**src/design/swm_pkg.sv**
```systemverilog
// Shared constants, state codes and control struct for the sliding window maximum block.
// Depends on nothing; used by swm_ctrl, swm_cell, sliding_window_maximum and the bench.
package swm_pkg;

  localparam int unsigned SAMPLE_BITS_DEF = 16;
  localparam int unsigned MAX_WINDOW_DEF  = 16;
  localparam int unsigned CFG_BITS        = 5;

  localparam logic [CFG_BITS-1:0] WIN_SIZE_RESET = 5'd3;

  typedef enum logic {
    ST_IDLE,
    ST_SWEEP
  } state_t;

  // per-cycle strobes from the controller to the datapath
  typedef struct packed {
    logic shift;    // word accepted: shift the sample row
    logic capture;  // max wave has reached the window end: load result register
  } swm_ctrl_t;

endpackage

```
**src/design/swm_cell.sv**
```systemverilog
// One window cell: holds a sample and forwards a running maximum to its neighbor.
// Depends on swm_pkg for the default sample width.
module swm_cell #(
  parameter int unsigned SAMPLE_BITS = swm_pkg::SAMPLE_BITS_DEF
) (
  input  logic                          clk,
  input  logic                          shift,
  input  logic signed [SAMPLE_BITS-1:0] s_in,
  input  logic signed [SAMPLE_BITS-1:0] pm_in,
  output logic signed [SAMPLE_BITS-1:0] s_out,
  output logic signed [SAMPLE_BITS-1:0] pm_out
);

  logic signed [SAMPLE_BITS-1:0] s_r;
  logic signed [SAMPLE_BITS-1:0] pm_r;
  logic signed [SAMPLE_BITS-1:0] pm_nxt;

  assign pm_nxt = (s_r > pm_in) ? s_r : pm_in;

  always_ff @(posedge clk) begin
    if (shift) begin
      s_r <= s_in;
    end
    pm_r <= pm_nxt;
  end

  assign s_out  = s_r;
  assign pm_out = pm_r;

endmodule

```
**src/design/swm_ctrl.sv**
```systemverilog
// Controller: window size register, fill count, sweep counter and the state machine.
// Depends on swm_pkg for state codes, the control struct and config constants.
module swm_ctrl #(
  parameter int unsigned MAX_WINDOW = swm_pkg::MAX_WINDOW_DEF,
  localparam int unsigned IW = (MAX_WINDOW > 1) ? $clog2(MAX_WINDOW) : 1
) (
  input  logic                          clk,
  input  logic                          rst_n,
  input  logic                          cfg_valid,
  input  logic [swm_pkg::CFG_BITS-1:0]  cfg_window_size,
  input  logic                          in_valid,
  input  logic                          in_last_sample,
  input  logic                          out_free,
  output logic                          in_stall,
  output logic [IW-1:0]                 sel_idx,
  output swm_pkg::swm_ctrl_t            ctrl
);

  localparam int unsigned FW = $clog2(MAX_WINDOW + 1);
  localparam int unsigned CW = (FW > swm_pkg::CFG_BITS) ? FW : swm_pkg::CFG_BITS;
  localparam logic [CW-1:0] MAX_W = CW'(MAX_WINDOW);

  swm_pkg::state_t state_r, state_nxt;
  logic [swm_pkg::CFG_BITS-1:0] win_size_r;
  logic [CW-1:0] fill_r, fill_nxt, fill_inc;
  logic [CW-1:0] cnt_r, cnt_nxt;
  logic [CW-1:0] ws_ext, eff_w;
  logic          accept, full, done;

  assign ws_ext = CW'(win_size_r);

  always_comb begin
    if (ws_ext == '0) begin
      eff_w = CW'(1);
    end else if (ws_ext > MAX_W) begin
      eff_w = MAX_W;
    end else begin
      eff_w = ws_ext;
    end
  end

  assign sel_idx  = IW'(eff_w - CW'(1));
  assign in_stall = (state_r != swm_pkg::ST_IDLE);
  assign accept   = in_valid && !in_stall;
  assign fill_inc = (fill_r < MAX_W) ? fill_r + CW'(1) : fill_r;
  assign full     = (fill_inc >= eff_w);
  assign done     = (cnt_r == eff_w) && out_free;

  // next state
  always_comb begin
    state_nxt = state_r;
    unique case (state_r)
      swm_pkg::ST_IDLE: begin
        if (accept && full) begin
          state_nxt = swm_pkg::ST_SWEEP;
        end
      end
      swm_pkg::ST_SWEEP: begin
        if (done) begin
          state_nxt = swm_pkg::ST_IDLE;
        end
      end
      default: state_nxt = swm_pkg::ST_IDLE;
    endcase
  end

  // outputs and counters
  always_comb begin
    ctrl.shift   = 1'b0;
    ctrl.capture = 1'b0;
    cnt_nxt      = cnt_r;
    fill_nxt     = fill_r;
    unique case (state_r)
      swm_pkg::ST_IDLE: begin
        ctrl.shift = accept;
        cnt_nxt    = '0;
        if (accept) begin
          fill_nxt = in_last_sample ? '0 : fill_inc;
        end
      end
      swm_pkg::ST_SWEEP: begin
        ctrl.capture = done;
        if (cnt_r != eff_w) begin
          cnt_nxt = cnt_r + CW'(1);
        end
      end
      default: begin
        cnt_nxt = '0;
      end
    endcase
  end

  always_ff @(posedge clk) begin
    if (!rst_n) begin
      state_r    <= swm_pkg::ST_IDLE;
      fill_r     <= '0;
      cnt_r      <= '0;
      win_size_r <= swm_pkg::WIN_SIZE_RESET;
    end else begin
      state_r <= state_nxt;
      fill_r  <= fill_nxt;
      cnt_r   <= cnt_nxt;
      if (cfg_valid) begin
        win_size_r <= cfg_window_size;
      end
    end
  end

endmodule

```
**src/design/sliding_window_maximum.sv**
```systemverilog
// Top level of the sliding window maximum: cell row, controller and result register.
// Depends on swm_pkg, swm_cell and swm_ctrl.
//
// Samples enter a row of MAX_WINDOW cells, newest in cell 0, one cell per held sample.
// Once window_size samples of the current sequence have arrived, each new sample gives
// one word on the output: the largest of the newest window_size samples. A word with
// last_sample set is handled normally and then ends the sequence, emptying the window.
// A sample that gives no result leaves the block idle, ready for the next sample. After
// the shift of a sample that gives a result (window_size clamped to 1..MAX_WINDOW),
// a running maximum walks down the cell row one cell per clock, and the result is taken
// from cell window_size-1 into the output register. The input is stalled during that
// walk; the output register lets the next sample in while a result waits to be taken.
// window_size (reset 3; 0 acts as 1, values above MAX_WINDOW act as MAX_WINDOW) is
// written through the cfg port, which is always ready; write it only while idle.
// No clearing pass is needed after reset: cells are only read once written.
module sliding_window_maximum #(
  parameter int unsigned MAX_WINDOW  = swm_pkg::MAX_WINDOW_DEF,
  parameter int unsigned SAMPLE_BITS = swm_pkg::SAMPLE_BITS_DEF
) (
  input  logic                          clk,
  input  logic                          rst_n,
  // configuration
  input  logic                          cfg_valid,
  output logic                          cfg_ready,
  input  logic [swm_pkg::CFG_BITS-1:0]  cfg_window_size,
  // sample input
  input  logic                          in_valid,
  output logic                          in_stall,
  input  logic signed [SAMPLE_BITS-1:0] in_sample,
  input  logic                          in_last_sample,
  // result output
  output logic                          out_valid,
  input  logic                          out_stall,
  output logic signed [SAMPLE_BITS-1:0] out_window_max
);

  localparam int unsigned IW = (MAX_WINDOW > 1) ? $clog2(MAX_WINDOW) : 1;
  localparam logic signed [SAMPLE_BITS-1:0] MOST_NEG = {1'b1, {(SAMPLE_BITS-1){1'b0}}};

  swm_pkg::swm_ctrl_t ctrl;
  logic [IW-1:0]      sel_idx;
  logic [IW:0]        sel_link;
  logic               out_free;

  logic signed [SAMPLE_BITS-1:0] s_link  [MAX_WINDOW+1];
  logic signed [SAMPLE_BITS-1:0] pm_link [MAX_WINDOW+1];

  logic                          out_valid_r;
  logic signed [SAMPLE_BITS-1:0] out_max_r;

  assign cfg_ready = 1'b1;

  // result slot is free when empty or being drained this cycle
  assign out_free = !out_valid_r || !out_stall;

  swm_ctrl #(
    .MAX_WINDOW (MAX_WINDOW)
  ) u_ctrl (
    .clk             (clk),
    .rst_n           (rst_n),
    .cfg_valid       (cfg_valid),
    .cfg_window_size (cfg_window_size),
    .in_valid        (in_valid),
    .in_last_sample  (in_last_sample),
    .out_free        (out_free),
    .in_stall        (in_stall),
    .sel_idx         (sel_idx),
    .ctrl            (ctrl)
  );

  // cell 0 takes the new sample and starts the max wave from the most negative value
  assign s_link[0]  = in_sample;
  assign pm_link[0] = MOST_NEG;

  for (genvar i = 0; i < MAX_WINDOW; i++) begin : g_cell
    swm_cell #(
      .SAMPLE_BITS (SAMPLE_BITS)
    ) u_cell (
      .clk    (clk),
      .shift  (ctrl.shift),
      .s_in   (s_link[i]),
      .pm_in  (pm_link[i]),
      .s_out  (s_link[i+1]),
      .pm_out (pm_link[i+1])
    );
  end

  // cell k's running max sits on pm_link[k+1]
  assign sel_link = {1'b0, sel_idx} + (IW+1)'(1);

  always_ff @(posedge clk) begin
    if (!rst_n) begin
      out_valid_r <= 1'b0;
    end else if (ctrl.capture) begin
      out_valid_r <= 1'b1;
    end else if (!out_stall) begin
      out_valid_r <= 1'b0;
    end
  end

  always_ff @(posedge clk) begin
    if (ctrl.capture) begin
      out_max_r <= pm_link[sel_link];
    end
  end

  assign out_valid      = out_valid_r;
  assign out_window_max = out_max_r;

endmodule

```
**config.mk**
```make
export PLATFORM = sky130hd
export DESIGN_NAME = sliding_window_maximum
export DESIGN_NICKNAME = d
export VERILOG_FILES = /design/src/design/swm_pkg.sv /design/src/design/swm_cell.sv /design/src/design/swm_ctrl.sv /design/src/design/sliding_window_maximum.sv
export SDC_FILE = /design/constraint.sdc
export NUM_CORES = 1
export LEC_CHECK = 0
export BUFFER_PORTS_ARGS = -buffer_cell sky130_fd_sc_hd__buf_2
export CAP_MARGIN = 20
export CORE_ASPECT_RATIO = 2
export CORE_MARGIN = 2
export CORE_UTILIZATION = 30
export CTS_BUF_LIST = sky130_fd_sc_hd__clkbuf_2
export CTS_CLUSTER_DIAMETER = 60
export DETAILED_ROUTE_END_ITERATION = 10
export MAX_ROUTING_LAYER = met4
export PLACE_DENSITY = 0.44
export SETUP_SLACK_MARGIN = 0.02
export SLEW_MARGIN = 0
export SYNTH_ARGS = -nofsm -noshare
export SYNTH_HDL_FRONTEND = slang
export SYNTH_SLANG_ARGS = --single-unit
```
**constraint.sdc**
```tcl
create_clock -name clk -period 23.6 [get_ports clk]
set_input_delay 5.9 -clock clk [delete_from_list [all_inputs] [get_ports clk]]
set_output_delay 5.9 -clock clk [all_outputs]
set_load 0.02 [all_outputs]
```
Word-level counts from Yosys, hierarchy flattened
Cells that the tools add are included.
{"block": "word_totals", "reg_bits": 545, "word_cells": 108}
{"block": "classes", "add_sub_neg": 4, "order_cmp": 20, "eq_ne": 4, "mux": 31, "n_bitwise": 2, "n_reduce_logical": 9}
{"op": "16-bit 2-to-1 mux", "count": 17}
{"op": "16-bit greater-than comparator", "count": 15}
{"op": "16-bit binary-select mux with 5-bit select", "count": 1}
{"op": "5-bit 2-to-1 mux", "count": 5}
{"op": "16-bit greater-than comparator (second input constant)", "count": 1}
{"op": "5-bit by 1-bit adder with 5-bit output (second input constant)", "count": 2}
{"op": "5-bit case mux with 2 select lines", "count": 1}
{"op": "6-bit greater-or-equal comparator (second input constant)", "count": 1}
{"op": "1-bit 2-to-1 mux", "count": 6}
{"op": "5-bit inverter with 6-bit output", "count": 1}
{"op": "4-bit by 1-bit adder with 5-bit output (second input constant)", "count": 1}
{"op": "5-bit equality test", "count": 1}
{"op": "5-bit greater-or-equal comparator", "count": 1}
{"op": "5-bit greater-than comparator (second input constant)", "count": 1}
{"op": "5-bit zero test", "count": 1}
{"op": "5-bit < comparator (second input constant)", "count": 1}
{"op": "5-bit != test", "count": 1}
{"op": "4-bit by 1-bit subtractor with 4-bit output (second input constant)", "count": 1}
{"op": "1-bit logical AND", "count": 3}
{"op": "1-bit zero test", "count": 3}
{"op": "2-bit by 1-bit != test with 1-bit output (second input constant)", "count": 1}
{"op": "2-bit != test (second input constant)", "count": 1}
{"op": "1-bit case mux with 2 select lines", "count": 1}
{"op": "2-bit AND reduction", "count": 1}
{"op": "other kinds (2)", "count": 2}

Depth between registers and ports, before layout
{"block": "depth", "depth_word": 9, "depth_mapped": 14}

Cells and area by module
A second synthesis with hierarchy kept.
{"block": "hier_totals", "hier_cells": 2109, "hier_area_um2": 27556.4}
{"mod": "swm_cell (g_cell[0].u_cell ...)", "instances": 15, "cells_each": 110, "area_per_inst_um2": 1487.7, "seq_area_each_um2": 800.8}
{"mod": "sliding_window_maximum", "instances": 1, "cells_each": 239, "area_per_inst_um2": 2691.3, "seq_area_each_um2": 500.5}
{"mod": "swm_cell (g_cell[9].u_cell)", "instances": 1, "cells_each": 111, "area_per_inst_um2": 1503.9, "seq_area_each_um2": 800.8}
{"mod": "swm_ctrl", "instances": 1, "cells_each": 109, "area_per_inst_um2": 1046.0, "seq_area_each_um2": 320.3}

Least setup slack after synthesis
OpenSTA, ideal clock, no wires.
{"block": "synth_path", "path_kind": "input to register", "start": "input port in_valid", "end": "register g_cell[0].u_cell.s_r[0] (enable)", "setup_ns": 0.606, "t_arrival_ns": 11.045, "slack_ns": 11.949, "cell_stages": 3, "path_buffers": 1, "path_cell_list": "nand2b_1 clkbuf_1 inv_1"}
{"element": "start: declaration", "line_no": "sliding_window_maximum.sv:27", "rtl": "input logic in_valid,"}
{"element": "end signal: assignment", "line_no": "swm_cell.sv:22", "rtl": "s_r <= s_in;"}
{"element": "end: declaration", "line_no": "swm_cell.sv:14", "rtl": "logic signed [SAMPLE_BITS-1:0] s_r;"}

Final worst setup path
{"block": "layout_path", "start": "register u_ctrl.state_r (netlist: u_ctrl.in_stall)", "end": "output port in_stall"}
{"element": "start: declaration", "line_no": "swm_ctrl.sv:23", "rtl": "swm_pkg::state_t state_r, state_nxt;"}
{"element": "start signal: assignment", "line_no": "swm_ctrl.sv:95", "rtl": "state_r <= swm_pkg::ST_IDLE;"}
{"element": "start signal: assignment", "line_no": "swm_ctrl.sv:100", "rtl": "state_r <= state_nxt;"}
{"element": "end: declaration", "line_no": "sliding_window_maximum.sv:28", "rtl": "output logic in_stall,"}
No word-level cell between the ends.

==> reports/metrics.yaml <==
status: "completed"
dieArea_sq_um: 90000
dp_hpwl_microns: 58400
ios: 46
hold_class: "reg -> reg"
whs_ns: 0.372
synth_edf_count: 272
synth-warning-count: 0
cts_inserted_buffers: 139
rows: 153
netlist_instances: 2166
synth_flop_cell: "dfxtp_1"
placed_cells: 3299
postCtsSetupRepairBufs: 0
track_usage_pct: 17.9
core_sq_um: 86900
port-buffer-count: 44
syn_area_sq_um: 26300
drt-initial-drc-count: 901
wl_per_cell_microns: 21.6
cts.sinks: 545
worst_setup_path_end_kind: "primary output"
multi_input_comb_area_sq_um: 11200
timing.final.crit_share_pct: 32.9
start_util_pct: 30.2
final_nets: 2557
cts_hold_buffers: 0
critical_path_class: "reg -> out"
critPathMaxFanout: 5
final-seq-area_sq_um: 13600
drt_pre_antenna_iters: 5
setup_viol: 0
grt_pass1_vias: 19100
synth.ff_latch_count: 545
drv_slew: 0
grt_pass1_wl_microns: 113000
die_x_microns: 213
skew_ns: 0.0894
rsz0062_at_grt: "no"
cts_max_level: 4
worst_slew_pin_slew_ns: 1.11
place_area_sq_um: 27700
crit_path_start_kind: "flop"
cts-root-buf: "clkbuf_2"
critical_path_buf_inv_count: 1
cts_tree: "done"
cellPowerDensity_nw_per_um2: 121
finalCriticalPeriod_ns: 7.76
syn_area_per_cell_sq_um: 12.1
grt_max_degree: 156
vias_per_cell: 4.93
fmax_mhz: 129
synth_xor_area_share_pct: 0.367
vdd_drop_max_v: 0.0000436
fillers: 8921
drive_above_1_share_pct: 24.0
path_cells: "buf_2"
instances_no_fill: 3557
cts_resized: 0
synth.net_count: 2441
final_cell_area_sq_um: 29100
crit_path_max_incr_delay_ns: 0.41
clk_latency_ns: 1.30
worst-endpoint-required_ns: 17.70
place_congestion: 0.848
synthSimpleGateAreaFrac_pct: 7.54
p_total_mw: 3.52
syn_to_final_growth_pct: 10.7
drv_cap: 0
synth.mux.area_fraction_pct: 12.8
synth-adder-area-share_pct: 11.8
clk_pin_slew_ns: 0.10
via_count: 17500
seq_area_frac_synth_pct: 51.9
worstPathArrival_ns: 1.86
cp_top_family: "flip-flops"
async_flop_share_pct: 0
final.setup.tns_ns: 0
slew_headroom_pct: 25.7
antenna_found_initial: 2
grt_overflow_total: 0
dieHeight_microns: 422
worst_path_max_delay_cell: "dfxtp_1"
synth_top_family_by_area: "multiplexers"
synth-compound-area-share_pct: 9.87
wl_microns: 76800
netlist-cell-type-count: 72
ant_nets: 0
clock_path_buffers: 3
p_leak_nw: 12.2
hold_viol: 0
drc: 0
-- final cells by class --
cell class,instances,share of cell area (%)
diodes,2,0.0172
clock buffers,214,3.69
clock inverters,38,0.801
inverters,266,3.47
multi-input cells,1262,38.5
flip-flops and latches,545,46.9
well taps,1162,5.00
repair buffers,68,1.61
-- power by group --
group	total, mW	internal [mW]	switching (mW)
logic	1.37	0.618	0.756
clock network	0.681	0.273	0.408
registers	1.46	1.26	0.200
-- state kept, by name (all words and copies together) (netlist names) --
register,cells
g_cell.u_cell.pm_out,256
g_cell.u_cell.s_out,256
out_window_max,16
u_ctrl.cnt_r,5
u_ctrl.fill_r,5
u_ctrl.win_size_r,5
out_valid,1
u_ctrl.in_stall,1
-- placed cells by master (no fill, tap or decap), drive strengths merged, types with 10 or more instances in the layout --
cell type | synthesis | routed
a21boi | 11 | 11
a21o | 29 | 29
a21oi | 103 | 103
a221o | 15 | 15
a221oi | 19 | 19
a31oi | 34 | 34
and4 | 19 | 19
buf | 45 | 68
clkbuf | 48 | 214
clkinv | 0 | 32
dfxtp | 273 | 273
edfxtp | 272 | 272
ha | 248 | 248
inv | 266 | 269
mux2 | 225 | 225
mux4 | 33 | 33
nand2 | 113 | 113
nand3 | 48 | 48
nand4 | 62 | 62
nor2 | 47 | 47
nor2b | 25 | 25
nor3 | 22 | 22
nor4 | 10 | 10
o2111ai | 24 | 24
o211ai | 19 | 19
o21ai | 44 | 44
o311a | 15 | 15
-- worst paths after layout --
check                                          startpoint                          to  slack, ns  cells past startpoint
worst max-delay path                      u_ctrl.in_stall                    in_stall      15.84                      1
worst min-delay path            g_cell[0].u_cell.s_out[3]  g_cell[0].u_cell.pm_out[3]       0.37                      0
worst max register to register       u_ctrl.win_size_r[2]          out_window_max[15]      18.84                      9
worst min register to register  g_cell[0].u_cell.s_out[3]  g_cell[0].u_cell.pm_out[3]       0.37                      0
-- layer usage --
metal  GRT usage [%]  vias up  part of all wire, %
li1                -     8323                    -
met1            13.9     8618                   30
met2            36.7      388                   61
met3            2.70      218                  2.6
met4            11.5        0                  6.5
met5               -        -                    0
-- cell usage after synthesis, drive strengths merged, types with 10 or more instances --
cell,count,share of area (%)
dfxtp,273,21
edfxtp,272,31
inv,266,3.8
ha,248,12
mux2,225,9.6
nand2,113,1.6
a21oi,103,2.0
nand4,62,1.5
clkbuf,48,0.69
nand3,48,0.91
nor2,47,0.67
buf,45,1.1
o21ai,44,0.84
a31oi,34,0.81
mux4,33,2.8
a21o,29,0.83
nor2b,25,0.60
o2111ai,24,0.80
nor3,22,0.48
a221oi,19,0.92
and4,19,0.63
o211ai,19,0.66
a221o,15,0.57
o311a,15,0.57
a21boi,11,0.33
nor4,10,0.26
-- metrics by stage --
step | setup slack (ns) | utilization, %
finish | 15.84 | 33.4
global route | 15.68 | 33.4
CTS | 15.62 | 33.4
detailed placement | 15.34 | 31.9
global placement | 15.36 | 31.8
floorplan | 11.95 | -
-- kinds of logic (layout without fill, tap and decap cells) --
logic type | count (synthesis) | count (layout)
compound gates | 358 | 358
xor+xnor | 11 | 11
fa+ha+maj | 248 | 248
buf+inv | 359 | 586
flops | 545 | 545
mux | 267 | 267
other cells | 1 | 3
simple gates | 377 | 377
No activity file was read; power rests on OpenSTA's default activity.
